$ cat src/design/fet_pkg.sv
// Shared types and constants for the FIFO eviction tracker.
// Used by fet_ctrl, fet_dp and fifo_eviction_tracker; no dependencies.
`default_nettype none

package fet_pkg;

  localparam int MAX_ENTRIES_DEF = 16;
  localparam int ID_BITS_DEF     = 16;
  localparam int BLOCK_ID_W      = 16;
  localparam int CFG_W           = 5;
  localparam int CFG_IDX_W       = 1;

  localparam logic [CFG_W-1:0]     CAPACITY_RESET = 5'd10;
  localparam logic [CFG_IDX_W-1:0] REG_CAPACITY   = 1'd0;
  localparam logic [CFG_IDX_W-1:0] REG_HIT_MODE   = 1'd1;

  // controller to datapath
  typedef struct packed {
    logic load;       // latch item, arm the search
    logic append;     // write at tail, grow list
    logic rd_head;    // read oldest entry
    logic ev_wr;      // write at tail, drop oldest
    logic scan;       // issue next search read
    logic swap_pos;   // newest entry into the matching slot
    logic swap_last;  // item into the newest slot
  } dp_cmd_t;

  // datapath to controller
  typedef struct packed {
    logic append_ok;
    logic hit_mode;
    logic match;
    logic scan_end;
  } dp_stat_t;

endpackage

`default_nettype wire

$ cat src/design/fet_ctrl.sv
// Sequencer for the FIFO eviction tracker: steps append, evict and search.
// Depends on fet_pkg; drives fet_dp through dp_cmd_t.
`default_nettype none

module fet_ctrl
  import fet_pkg::*;
(
  input  wire logic     clk,
  input  wire logic     rst,
  input  wire logic     start,
  output logic          busy,
  output logic          done,
  input  wire dp_stat_t stat,
  output dp_cmd_t       cmd
);

  typedef enum logic [2:0] {
    S_IDLE,
    S_APPEND,
    S_EV_RD,
    S_EV_WR,
    S_SCAN,
    S_SWAP
  } state_t;

  state_t state;
  state_t state_next;

  assign busy = (state != S_IDLE);

  always_comb begin
    cmd        = '0;
    state_next = state;
    case (state)
      S_IDLE: begin
        if (start) begin
          cmd.load = 1'b1;
          if (stat.append_ok) begin
            state_next = S_APPEND;
          end else if (stat.hit_mode) begin
            state_next = S_SCAN;
          end else begin
            state_next = S_EV_RD;
          end
        end
      end
      S_APPEND: begin
        cmd.append = 1'b1;
        state_next = S_IDLE;
      end
      S_EV_RD: begin
        cmd.rd_head = 1'b1;
        state_next  = S_EV_WR;
      end
      S_EV_WR: begin
        cmd.ev_wr  = 1'b1;
        state_next = S_IDLE;
      end
      S_SCAN: begin
        if (stat.match) begin
          cmd.swap_pos = 1'b1;
          state_next   = S_SWAP;
        end else if (stat.scan_end) begin
          // miss: head entry is already in the read register
          state_next = S_EV_WR;
        end else begin
          cmd.scan = 1'b1;
        end
      end
      S_SWAP: begin
        cmd.swap_last = 1'b1;
        state_next    = S_IDLE;
      end
      default: begin
        state_next = S_IDLE;
      end
    endcase
  end

  always_ff @(posedge clk) begin
    if (rst) begin
      state <= S_IDLE;
      done  <= 1'b0;
    end else begin
      state <= state_next;
      done  <= (state == S_APPEND) || (state == S_EV_WR) || (state == S_SWAP);
    end
  end

endmodule

`default_nettype wire

$ cat src/design/fet_dp.sv
// Datapath for the FIFO eviction tracker: config registers, circular id
// store, search pipeline and result registers. Depends on fet_pkg.
`default_nettype none

module fet_dp
  import fet_pkg::*;
#(
  parameter int MAX_ENTRIES = MAX_ENTRIES_DEF,
  parameter int ID_BITS     = ID_BITS_DEF
) (
  input  wire logic                  clk,
  input  wire logic                  rst,
  input  wire logic                  cfg_we,
  input  wire logic [CFG_IDX_W-1:0]  cfg_index,
  input  wire logic [CFG_W-1:0]      cfg_data,
  input  wire logic [BLOCK_ID_W-1:0] block_id,
  input  wire dp_cmd_t               cmd,
  output dp_stat_t                   stat,
  output logic                       hit,
  output logic                       evict_valid,
  output logic [BLOCK_ID_W-1:0]      evict_id
);

  localparam int KEEP_W = (ID_BITS < BLOCK_ID_W) ? ID_BITS : BLOCK_ID_W;
  localparam int ADDR_W = $clog2(MAX_ENTRIES);
  localparam int FILL_W = $clog2(MAX_ENTRIES + 1);
  localparam int SUM_W  = ADDR_W + 1;
  localparam int CMP_W  = ((FILL_W > CFG_W) ? FILL_W : CFG_W) + 1;

  logic [CFG_W-1:0]  capacity;
  logic              hit_mode;
  logic [FILL_W-1:0] fill;
  logic [ADDR_W-1:0] head;
  logic [KEEP_W-1:0] id_q;

  logic [KEEP_W-1:0] mem [MAX_ENTRIES];
  logic [KEEP_W-1:0] rdata;

  logic [FILL_W-1:0] cnt;
  logic              cmp_valid;
  logic              cmp_first;
  logic [ADDR_W-1:0] cmp_addr;
  logic [KEEP_W-1:0] last_data;

  logic [CMP_W-1:0]  cap_ext;
  logic [CMP_W-1:0]  fill_ext;
  logic [CMP_W-1:0]  eff_cap;
  logic [ADDR_W-1:0] tail_addr;
  logic [ADDR_W-1:0] last_addr;
  logic [ADDR_W-1:0] scan_addr;
  logic [ADDR_W-1:0] head_next;
  logic              empty;
  logic              issue;
  logic              we;
  logic              re;
  logic [ADDR_W-1:0] waddr;
  logic [ADDR_W-1:0] raddr;
  logic [KEEP_W-1:0] wdata;

  function automatic logic [ADDR_W-1:0] wrap(input logic [SUM_W-1:0] s);
    logic [ADDR_W-1:0] r;
    if (s >= SUM_W'(MAX_ENTRIES)) begin
      r = ADDR_W'(s - SUM_W'(MAX_ENTRIES));
    end else begin
      r = ADDR_W'(s);
    end
    return r;
  endfunction

  assign cap_ext  = CMP_W'(capacity);
  assign fill_ext = CMP_W'(fill);

  always_comb begin
    if (cap_ext == '0) begin
      eff_cap = CMP_W'(1);
    end else if (cap_ext > CMP_W'(MAX_ENTRIES)) begin
      eff_cap = CMP_W'(MAX_ENTRIES);
    end else begin
      eff_cap = cap_ext;
    end
  end

  assign empty     = (fill == '0);
  assign tail_addr = wrap(SUM_W'(head) + SUM_W'(fill));
  assign last_addr = wrap(SUM_W'(head) + SUM_W'(fill) - SUM_W'(1));
  assign scan_addr = wrap(SUM_W'(head) + SUM_W'(cnt) - SUM_W'(1));
  assign head_next = wrap(SUM_W'(head) + SUM_W'(1));
  assign issue     = cmd.scan && (cnt != '0);

  assign stat.append_ok = hit_mode ? (fill_ext < eff_cap)
                                   : ((fill_ext + CMP_W'(1)) < eff_cap);
  assign stat.hit_mode  = hit_mode;
  assign stat.match     = cmp_valid && (rdata == id_q);
  assign stat.scan_end  = (cnt == '0) && !cmp_valid;

  always_comb begin
    we    = 1'b0;
    waddr = tail_addr;
    wdata = id_q;
    if (cmd.append) begin
      we = 1'b1;
    end else if (cmd.ev_wr) begin
      we = !empty;
    end else if (cmd.swap_pos) begin
      we    = 1'b1;
      waddr = cmp_addr;
      wdata = cmp_first ? rdata : last_data;
    end else if (cmd.swap_last) begin
      we    = 1'b1;
      waddr = last_addr;
    end
  end

  assign re    = cmd.rd_head || issue;
  assign raddr = cmd.rd_head ? head : scan_addr;

  always_ff @(posedge clk) begin
    if (we) begin
      mem[waddr] <= wdata;
    end
    if (re) begin
      rdata <= mem[raddr];
    end
  end

  always_ff @(posedge clk) begin
    if (cmd.load) begin
      id_q <= KEEP_W'(block_id);
    end
    if (issue) begin
      cmp_addr  <= scan_addr;
      cmp_first <= (cnt == fill);
    end
    if (cmp_valid && cmp_first) begin
      last_data <= rdata;
    end
  end

  always_ff @(posedge clk) begin
    if (rst) begin
      capacity    <= CAPACITY_RESET;
      hit_mode    <= 1'b0;
      fill        <= '0;
      head        <= '0;
      cnt         <= '0;
      cmp_valid   <= 1'b0;
      hit         <= 1'b0;
      evict_valid <= 1'b0;
      evict_id    <= '0;
    end else begin
      if (cfg_we) begin
        case (cfg_index)
          REG_CAPACITY: capacity <= cfg_data;
          REG_HIT_MODE: hit_mode <= cfg_data[0];
          default: ;
        endcase
      end
      cmp_valid <= issue;
      if (cmd.load) begin
        cnt <= fill;
      end else if (issue) begin
        cnt <= cnt - FILL_W'(1);
      end
      if (cmd.append) begin
        fill        <= fill + FILL_W'(1);
        hit         <= 1'b0;
        evict_valid <= 1'b0;
        evict_id    <= '0;
      end
      if (cmd.ev_wr) begin
        if (!empty) begin
          head <= head_next;
        end
        hit         <= 1'b0;
        evict_valid <= 1'b1;
        evict_id    <= BLOCK_ID_W'(empty ? id_q : rdata);
      end
      if (cmd.swap_last) begin
        hit         <= 1'b1;
        evict_valid <= 1'b0;
        evict_id    <= '0;
      end
    end
  end

endmodule

`default_nettype wire

$ cat src/design/fifo_eviction_tracker.sv
// FIFO eviction tracker: start/busy command port, done strobe per item.
// An append writes at the tail; an eviction reads the head, then writes at
// the tail; a hit-mode search reads one entry a cycle, newest first, from the
// id store (one read, one write port) and evicts on a miss. The next item is
// taken in the done cycle. Sync reset empties the list, capacity 10, hit_mode 0;
// the store itself is not cleared. The receiver cannot stall.
`default_nettype none

module fifo_eviction_tracker
  import fet_pkg::*;
#(
  parameter int MAX_ENTRIES = MAX_ENTRIES_DEF,
  parameter int ID_BITS     = ID_BITS_DEF
) (
  input  wire logic                  clk,
  input  wire logic                  rst,
  input  wire logic                  cfg_we,
  input  wire logic [CFG_IDX_W-1:0]  cfg_index,
  input  wire logic [CFG_W-1:0]      cfg_data,
  input  wire logic                  start,
  output logic                       busy,
  input  wire logic [BLOCK_ID_W-1:0] block_id,
  output logic                       done,
  output logic                       hit,
  output logic                       evict_valid,
  output logic [BLOCK_ID_W-1:0]      evict_id
);

  dp_cmd_t  cmd;
  dp_stat_t stat;

  fet_ctrl u_ctrl (
    .clk   (clk),
    .rst   (rst),
    .start (start),
    .busy  (busy),
    .done  (done),
    .stat  (stat),
    .cmd   (cmd)
  );

  fet_dp #(
    .MAX_ENTRIES (MAX_ENTRIES),
    .ID_BITS     (ID_BITS)
  ) u_dp (
    .clk         (clk),
    .rst         (rst),
    .cfg_we      (cfg_we),
    .cfg_index   (cfg_index),
    .cfg_data    (cfg_data),
    .block_id    (block_id),
    .cmd         (cmd),
    .stat        (stat),
    .hit         (hit),
    .evict_valid (evict_valid),
    .evict_id    (evict_id)
  );

`ifndef SYNTH
  a_accept_busy: assert property (@(posedge clk) disable iff (rst)
    (start && !busy) |=> busy)
    else $error("item accepted but block not busy");

  a_done_idle: assert property (@(posedge clk) disable iff (rst)
    done |-> !busy)
    else $error("result strobe while busy");

  a_done_pulse: assert property (@(posedge clk) disable iff (rst)
    done |=> !done)
    else $error("result strobe longer than one cycle");

  a_hit_no_evict: assert property (@(posedge clk) disable iff (rst)
    (done && hit) |-> (!evict_valid && evict_id == '0))
    else $error("hit item reports an eviction");
`endif

endmodule

`default_nettype wire

$ cat config.mk
export PLATFORM = sky130hd
export DESIGN_NAME = fifo_eviction_tracker
export DESIGN_NICKNAME = d
export VERILOG_FILES = /design/src/design/fet_pkg.sv /design/src/design/fet_ctrl.sv /design/src/design/fet_dp.sv /design/src/design/fifo_eviction_tracker.sv
export SDC_FILE = /design/constraint.sdc
export NUM_CORES = 1
export LEC_CHECK = 0
export ABC_CLOCK_PERIOD_IN_PS = 4530
export BUFFER_PORTS_ARGS = -buffer_cell sky130_fd_sc_hd__buf_2
export CORE_ASPECT_RATIO = 1.4
export CORE_UTILIZATION = 62
export DETAILED_ROUTE_END_ITERATION = 10
export PLACE_DENSITY = 0.8
export SLEW_MARGIN = 20
export SYNTH_ARGS = -nofsm -noshare
export SYNTH_HDL_FRONTEND = slang
export SYNTH_SLANG_ARGS = --single-unit
$ cat constraint.sdc
create_clock -name clk -period 4.53 [get_ports clk]
set_clock_uncertainty 0.05 [all_clocks]
set_input_delay 0.2265 -clock clk [delete_from_list [all_inputs] [get_ports clk]]
set_output_delay 0.2265 -clock clk [all_outputs]
set_load 0.01 [all_outputs]
; ---- After elaboration in Yosys (flattened, before gate mapping)
; Memory sizes are Yosys's and may differ from the RTL's. A register that Yosys moved wholly into a read port is not among the register bits.
; Cells that the tools add are included.
[classes]
n_addsub = 12
n_lt_le_gt_ge = 7
n_reduce_logical = 23
bitwise_logic = 2
eq_ne = 9
n_mux = 47
[op_table]
columns = op, n
row1 = $mux W16, 7
row2 = $mux W4, 9
row3 = $ge A5 B5 Y1 const B, 4
row4 = $mux W1, 20
row5 = $eq A16 B16 Y1, 1
row6 = $sub A4 B1 Y4 const B, 4
row7 = $mux W3, 5
row8 = $mux W5, 3
row9 = $sub A5 B1 Y5 const B, 3
row10 = $add A4 B5 Y5, 2
row11 = $logic_not A5 Y1, 2
row12 = $pmux W3 S3, 1
row13 = $reduce_and A2 Y1, 4
row14 = $add A5 B1 Y6 const B, 1
row15 = $eq A3 B2 Y1 const B, 2
row16 = $eq A3 B3 Y1 const B, 2
row17 = $logic_not A6 Y1, 1
row18 = $lt A5 B6 Y1, 1
row19 = $lt A6 B6 Y1, 1
row20 = $mux W6, 1
row21 = $reduce_bool A3 Y1, 2
row22 = $add A4 B1 Y5 const B, 1
row23 = $add A5 B1 Y5 const B, 1
row24 = $eq A5 B5 Y1, 1
row25 = 13 further kinds, 21
[word_totals]
in_bits = 26
n_memories = 1
ff_bits = 80
out_inout_bits = 20
mem_bits_rw = 256
[mem_list]
columns = name, depth, width, read_ports, rd_clocked_by_memory_dff, wr, line_no
row1 = u_dp.mem, 16, 16, 1, 1, 1, fet_dp.sv:36  ; logic [KEEP_W-1:0] mem [MAX_ENTRIES];

; ---- Logic depth before layout (Yosys ltp)
[logic_depth]
ltp_word = 10
mapped_depth = 12
mapped_depth_nobuf = 11

; ---- Cells and area by module
; A second synthesis with hierarchy kept.
[hier_totals]
hier_cells = 1373
area_unflattened_um2 = 16369.4
[by_module_without_submodules]
columns = module, instances, seq_area_each_um2, cells_each, area_per_inst_um2
row1 = fet_dp, 1, 10059.6, 1343, 16118.0
row2 = fet_ctrl, 1, 80.1, 30, 251.5

; ---- Least setup slack after synthesis
; OpenSTA, ideal clock, no wires.
[synth_path]
path_type = register -> register
startpoint = register u_dp.head[0]
endpoint = memory u_dp.mem[2][0] (netlist name), enable pin
arrival_time_ns = 3.652
setup_ns = 0.430
n_path_buf = 0
required_ns = 4.050
synth_period_minus_slack_ns = 4.132
path_slack_ns = 0.398
path_stages_with_launch = 9
cell_sequence = dfxtp_1 ha_1 fa_1 xor2_1 nor4_1 xnor3_1 nor2_1 a21oi_1 nor4_1
[synth_between]
elab_chain_len = 8
word_cells_on_any_way = 12
[synth_lines]
columns = item, line_no
row1 = start: declaration, fet_dp.sv:33  ; logic [ADDR_W-1:0] head;
row2 = start signal: assignment, fet_dp.sv:172  ; head <= head_next;
row3 = $add A4 B5 Y5 (*), "fet_dp.sv:84, fet_dp.sv:85"
row4 = $sub A5 B1 Y5, fet_dp.sv:85  ; assign last_addr = wrap(SUM_W'(head) + SUM_W'(fill) - SUM_W'(1));
row5 = $sub A4 B1 Y4 or $ge A5 B5 Y1 (tied branches), "fet_dp.sv:63, fet_dp.sv:62"
row6 = $mux W4, fet_dp.sv:62  ; if (s >= SUM_W'(MAX_ENTRIES)) begin
row7 = $mux W4, fet_dp.sv:108  ; end else if (cmd.swap_last) begin
row8 = $mux W4, fet_dp.sv:104  ; end else if (cmd.swap_pos) begin
row9 = $mux W4, fet_dp.sv:102  ; end else if (cmd.ev_wr) begin
row10 = $mux W4 (*), fet_dp.sv:100  ; if (cmd.append) begin
row11 = end: declaration, fet_dp.sv:36
; Every way passes the cells marked *; elsewhere a longest branch is shown, timed or not.

; ---- Worst setup path after layout
[layout_path]
startpoint = register u_dp.rdata[11], read port of u_dp.mem
endpoint = memory u_dp.mem[2][10] (netlist name), enable pin
[layout_between]
elab_chain_len = 9
word_cells_on_any_way = 12
[layout_lines]
columns = item, line_no
row1 = start: declaration, fet_dp.sv:37  ; logic [KEEP_W-1:0] rdata;
row2 = $eq A16 B16 Y1 (*), fet_dp.sv:93  ; assign stat.match = cmp_valid && (rdata == id_q);
row3 = $logic_and A1 B1 Y1 (*), fet_dp.sv:93
row4 = $mux W1 (*), fet_ctrl.sv:60  ; if (stat.match) begin
row5 = $mux W2 (*), fet_ctrl.sv:34  ; case (state)
row6 = $mux W1, fet_dp.sv:104
row7 = $mux W1, fet_dp.sv:102
row8 = $mux W1, fet_dp.sv:100
row9 = $mux W1, fet_dp.sv:118  ; if (we) begin
row10 = $mux W1 (not written as such), fet_dp.sv:119  ; mem[waddr] <= wdata;
; Marked as above.

==> results.sh <==
export IMPL_timing_final_crit_share_pct=78.5
export IMPL_layout_cell_area_non_filler_um2=16700
export IMPL_finish_net_count=1031
export IMPL_worstSetupPathType="reg -> reg"
export IMPL_fillerInstances=1318
export IMPL_finalHoldViolCount=0
export IMPL_numCtsBuffers=34
export IMPL_area_growth_synth_to_final_pct=14.8
export IMPL_hpwlAfterDp_um=19000
export IMPL_i_o_pins=46
export IMPL_timing_setup_tns_ps=0
export IMPL_clockRootBuffer="sky130_fd_sc_hd__clkbuf_16"
export IMPL_fmax_ghz=0.281
export IMPL_antenna_cells=0
export IMPL_synth_edff_count=309
export IMPL_multi_input_area_um2=4250
export IMPL_setup_viol=0
export IMPL_drt_pass1_iterations=7
export IMPL_dp_worst_slack_ps=973
export IMPL_cts_buffer_depth=3
export IMPL_wirelength_um=32100
export IMPL_drt_iter0_markers=825
export IMPL_grt_pass1_wl_um=49700
export IMPL_start_util_pct=63.9
export IMPL_placementRows=65
export IMPL_grt_start_max_net_pins=65
export IMPL_flip_flop_and_latch_count_after_synthesis=352
export IMPL_hold_path_class="in -> reg"
export IMPL_fp_dieH_um=183
export IMPL_switching_power_mw=1.62
export IMPL_synthesis_area_um2=14500
export IMPL_vias=8331
export IMPL_wl_per_cell_um=24.6
export IMPL_port_buffer_count=45
export IMPL_drtAntennaViolNets=0
export IMPL_netlist_cell_type_count=51
export IMPL_gate_power_share_pct=10.3
export IMPL_critical_path_startpoint_type="flip-flop"
export IMPL_worst_setup_slack_after_layout_ps=975
export IMPL_worst_pin_slew_ps=1150
export IMPL_htreeDepth=2
export IMPL_power_sequential_fraction_pct=51.1
export IMPL_synth_largest_type_area_fraction_pct=63.8
export IMPL_irDropWorstVdd_mv=0.353
export IMPL_ys_warn_count=0
export IMPL_globalplace_congestion=0.844
export IMPL_die_width_um=131
export IMPL_rsz_0062_raised_after_global_routing="false"
export IMPL_drc=0
export IMPL_worst_setup_path_end_kind="flip-flop"
export IMPL_post_synthesis_cell_count=881
export IMPL_critPathArrivalTime_ps=3740
export IMPL_clock_sink_count=352
export IMPL_static_leakage_nw=5.85
export IMPL_gr_usage_all_layers_pct=28.1
export IMPL_syn_nets=930
export IMPL_grt_remaining_overflow=0
export IMPL_layout_min_cycle_time_ps=3550
export IMPL_yosysTopAreaCell="sky130_fd_sc_hd__edfxtp_1"
export IMPL_crit_fanout=16
export IMPL_clkSlewWorstSetupHoldPaths_ps=60
export IMPL_place_area_um2=15400
export IMPL_maxSlewViolCount=0
export IMPL_status="completed"
export IMPL_grt_pass1_vias=8730
export IMPL_die_area_um2=24100
export IMPL_antenna_found_initial=0
export IMPL_clock_insertion_delay_at_the_later_pin_of_the_skew_report_ps=510
export IMPL_synthesis_area_per_instance_um2=16.5
export IMPL_clock_power_share_pct=38.6
export IMPL_layout_drive_gt1_share_pct=22.5
export IMPL_vias_per_cell=6.38
export IMPL_worst_slew_margin_relative_to_its_limit_pct=23.6
export IMPL_yosysSeqAreaShare_pct=69.7
export IMPL_postSynth_asyncResetShare_pct=0
export IMPL_tritoncts="built"
export IMPL_timing_reg2reg_setup_slack_ps=980
export IMPL_int_pwr_mw=5.49
export IMPL_switching_power_as_a_share_of_total_power_pct=22.8
export IMPL_synth_ff_type="sky130_fd_sc_hd__edfxtp_1"
export IMPL_timing_critical_path_required_ps=4710
export IMPL_core_region_area_um2=22800
export IMPL_drv_cap=0
export IMPL_total_area_of_sequential_cells_um2=10100
export IMPL_cell_pwr_density_nw_per_um2=426
export IMPL_synth_area_top_cells="sky130_fd_sc_hd__edfxtp_1 64%, sky130_fd_sc_hd__mux4_2 9.9%, sky130_fd_sc_hd__dfxtp_1 5.9%"
==> synthesized netlist by cell type, types with 7 or more instances <==
library cell	instances
sky130_fd_sc_hd__dfxtp_1	43
sky130_fd_sc_hd__clkbuf_1	21
sky130_fd_sc_hd__nand3_1	9
sky130_fd_sc_hd__nor2_1	75
sky130_fd_sc_hd__xor2_1	25
sky130_fd_sc_hd__ha_1	21
sky130_fd_sc_hd__buf_4	9
sky130_fd_sc_hd__o21ai_0	9
sky130_fd_sc_hd__nand2_1	40
sky130_fd_sc_hd__nor3_1	7
sky130_fd_sc_hd__a22oi_1	32
sky130_fd_sc_hd__inv_1	20
sky130_fd_sc_hd__nor4_1	20
sky130_fd_sc_hd__a21oi_1	48
sky130_fd_sc_hd__edfxtp_1	309
sky130_fd_sc_hd__mux2i_1	36
sky130_fd_sc_hd__xnor2_1	13
sky130_fd_sc_hd__buf_2	9
sky130_fd_sc_hd__mux4_2	64
==> repair_timing <==
item                      in CTS  in global routing
hold endpoints to repair      22                  0
buffers inserted               0                  0
hold buffers                  24                  0
resized for setup              0                  0
==> layout make-up <==
type | instances | area share, %
Clock buffer | 42 | 5.40
Clock inverter | 17 | 1.00
Inverter | 21 | 0.472
Multi-Input combinational cell | 464 | 25.5
Sequential cell | 352 | 60.7
Tap cell | 301 | 2.26
Timing Repair Buffer | 109 | 4.66
==> registers in the layout, indices dropped and copies added (netlist names) <==
signal            count
u_dp.head             4
u_dp.hit              1
u_dp.mem            256
u_ctrl.state          3
u_dp.cmp_addr         4
u_dp.capacity         5
u_dp.evict_id        16
u_ctrl.done           1
u_dp.cnt              5
u_dp.last_data       16
u_dp.evict_valid      1
u_dp.fill             5
u_dp.hit_mode         1
u_dp.id_q            16
u_dp.rdata           16
u_dp.cmp_first        1
u_dp.cmp_valid        1
==> per-layer routing <==
metal / up-vias / track usage (%) / wire (µm)
li1: 3657 / - / -
met1: 4195 / 33.6 / 11700
met2: 388 / 51.0 / 17200
met3: 91 / 3.45 / 1940
met4: 0 / 12.5 / 1280
met5: - / 0 / 0
==> through the flow <==
step | util, % | std cells | total power, mW | hold WS [ps]
CTS | 73.3 | 1306 | 7.14 | 101
floorplan | - | 881 | 4.19 | 275
global placement | 67.6 | 1223 | 4.39 | 353
finish | 73.3 | 1306 | 7.11 | 124
detailed placement | 67.6 | 1223 | 4.41 | 355
global route | 73.3 | 1306 | 7.32 | 121
==> path summary, 6_finish.rpt <==
path / endpoint / from / cells after the start
worst max register to register: u_dp.mem[2][10] / u_dp.rdata[11] / 7
worst min-delay path: u_dp.capacity[2] / rst / 2
worst max-delay path: u_dp.mem[2][10] / u_dp.rdata[11] / 7
worst min register to register: u_dp.hit / u_dp.hit / 2
==> kinds of logic (layout without fill, tap and decap cells) <==
group / Yosys count / count (layout) / share of synthesized area, %
buf+inv: 65 / 189 / 2.19
fa+ha+maj: 23 / 23 / 2.08
flops: 352 / 352 / 69.7
simple gates: 180 / 180 / 5.71
mux: 103 / 103 / 12.6
compound gates: 119 / 119 / 5.21
xor+xnor: 39 / 39 / 2.44
==> layout by cell type (no fill, tap or decap), drive strengths merged, types with 7 or more instances in the layout <==
cell / instances
edfxtp: 309
buf: 85
nor2: 75
mux4: 64
a21oi: 50
dfxtp: 43
clkbuf: 42
nand2: 40
mux2i: 36
a22oi: 32
xor2: 25
dlygate4sd3: 24
inv: 22
ha: 21
nor4: 20
xnor2: 13
o21ai: 12
clkinv: 10
nand3: 9
nor3: 7
==> critical path: stages (launching register included) <==
cell,delay (ps)
sky130_fd_sc_hd__edfxtp_1,440
sky130_fd_sc_hd__xor2_1,180
sky130_fd_sc_hd__nor4_1,580
sky130_fd_sc_hd__and3_1,320
sky130_fd_sc_hd__and3_1,410
sky130_fd_sc_hd__mux2i_1,910
sky130_fd_sc_hd__nor4_2,90
sky130_fd_sc_hd__buf_4,280
==> power groups by stage <==
| stage | logic [mW] | clock network, mW | registers [mW] |
|---|---|---|---|
| 6_report | 0.732 | 2.74 | 3.63 |
| 5_1_grt | 0.792 | 2.89 | 3.64 |
| 4_1_cts | 0.734 | 2.78 | 3.63 |
| 3_5_place_dp | 0.713 | 0 | 3.70 |
| 3_3_place_gp | 0.695 | 0 | 3.70 |
| 2_1_floorplan | 0.499 | 0 | 3.69 |
(Power assumes the default switching activity.)
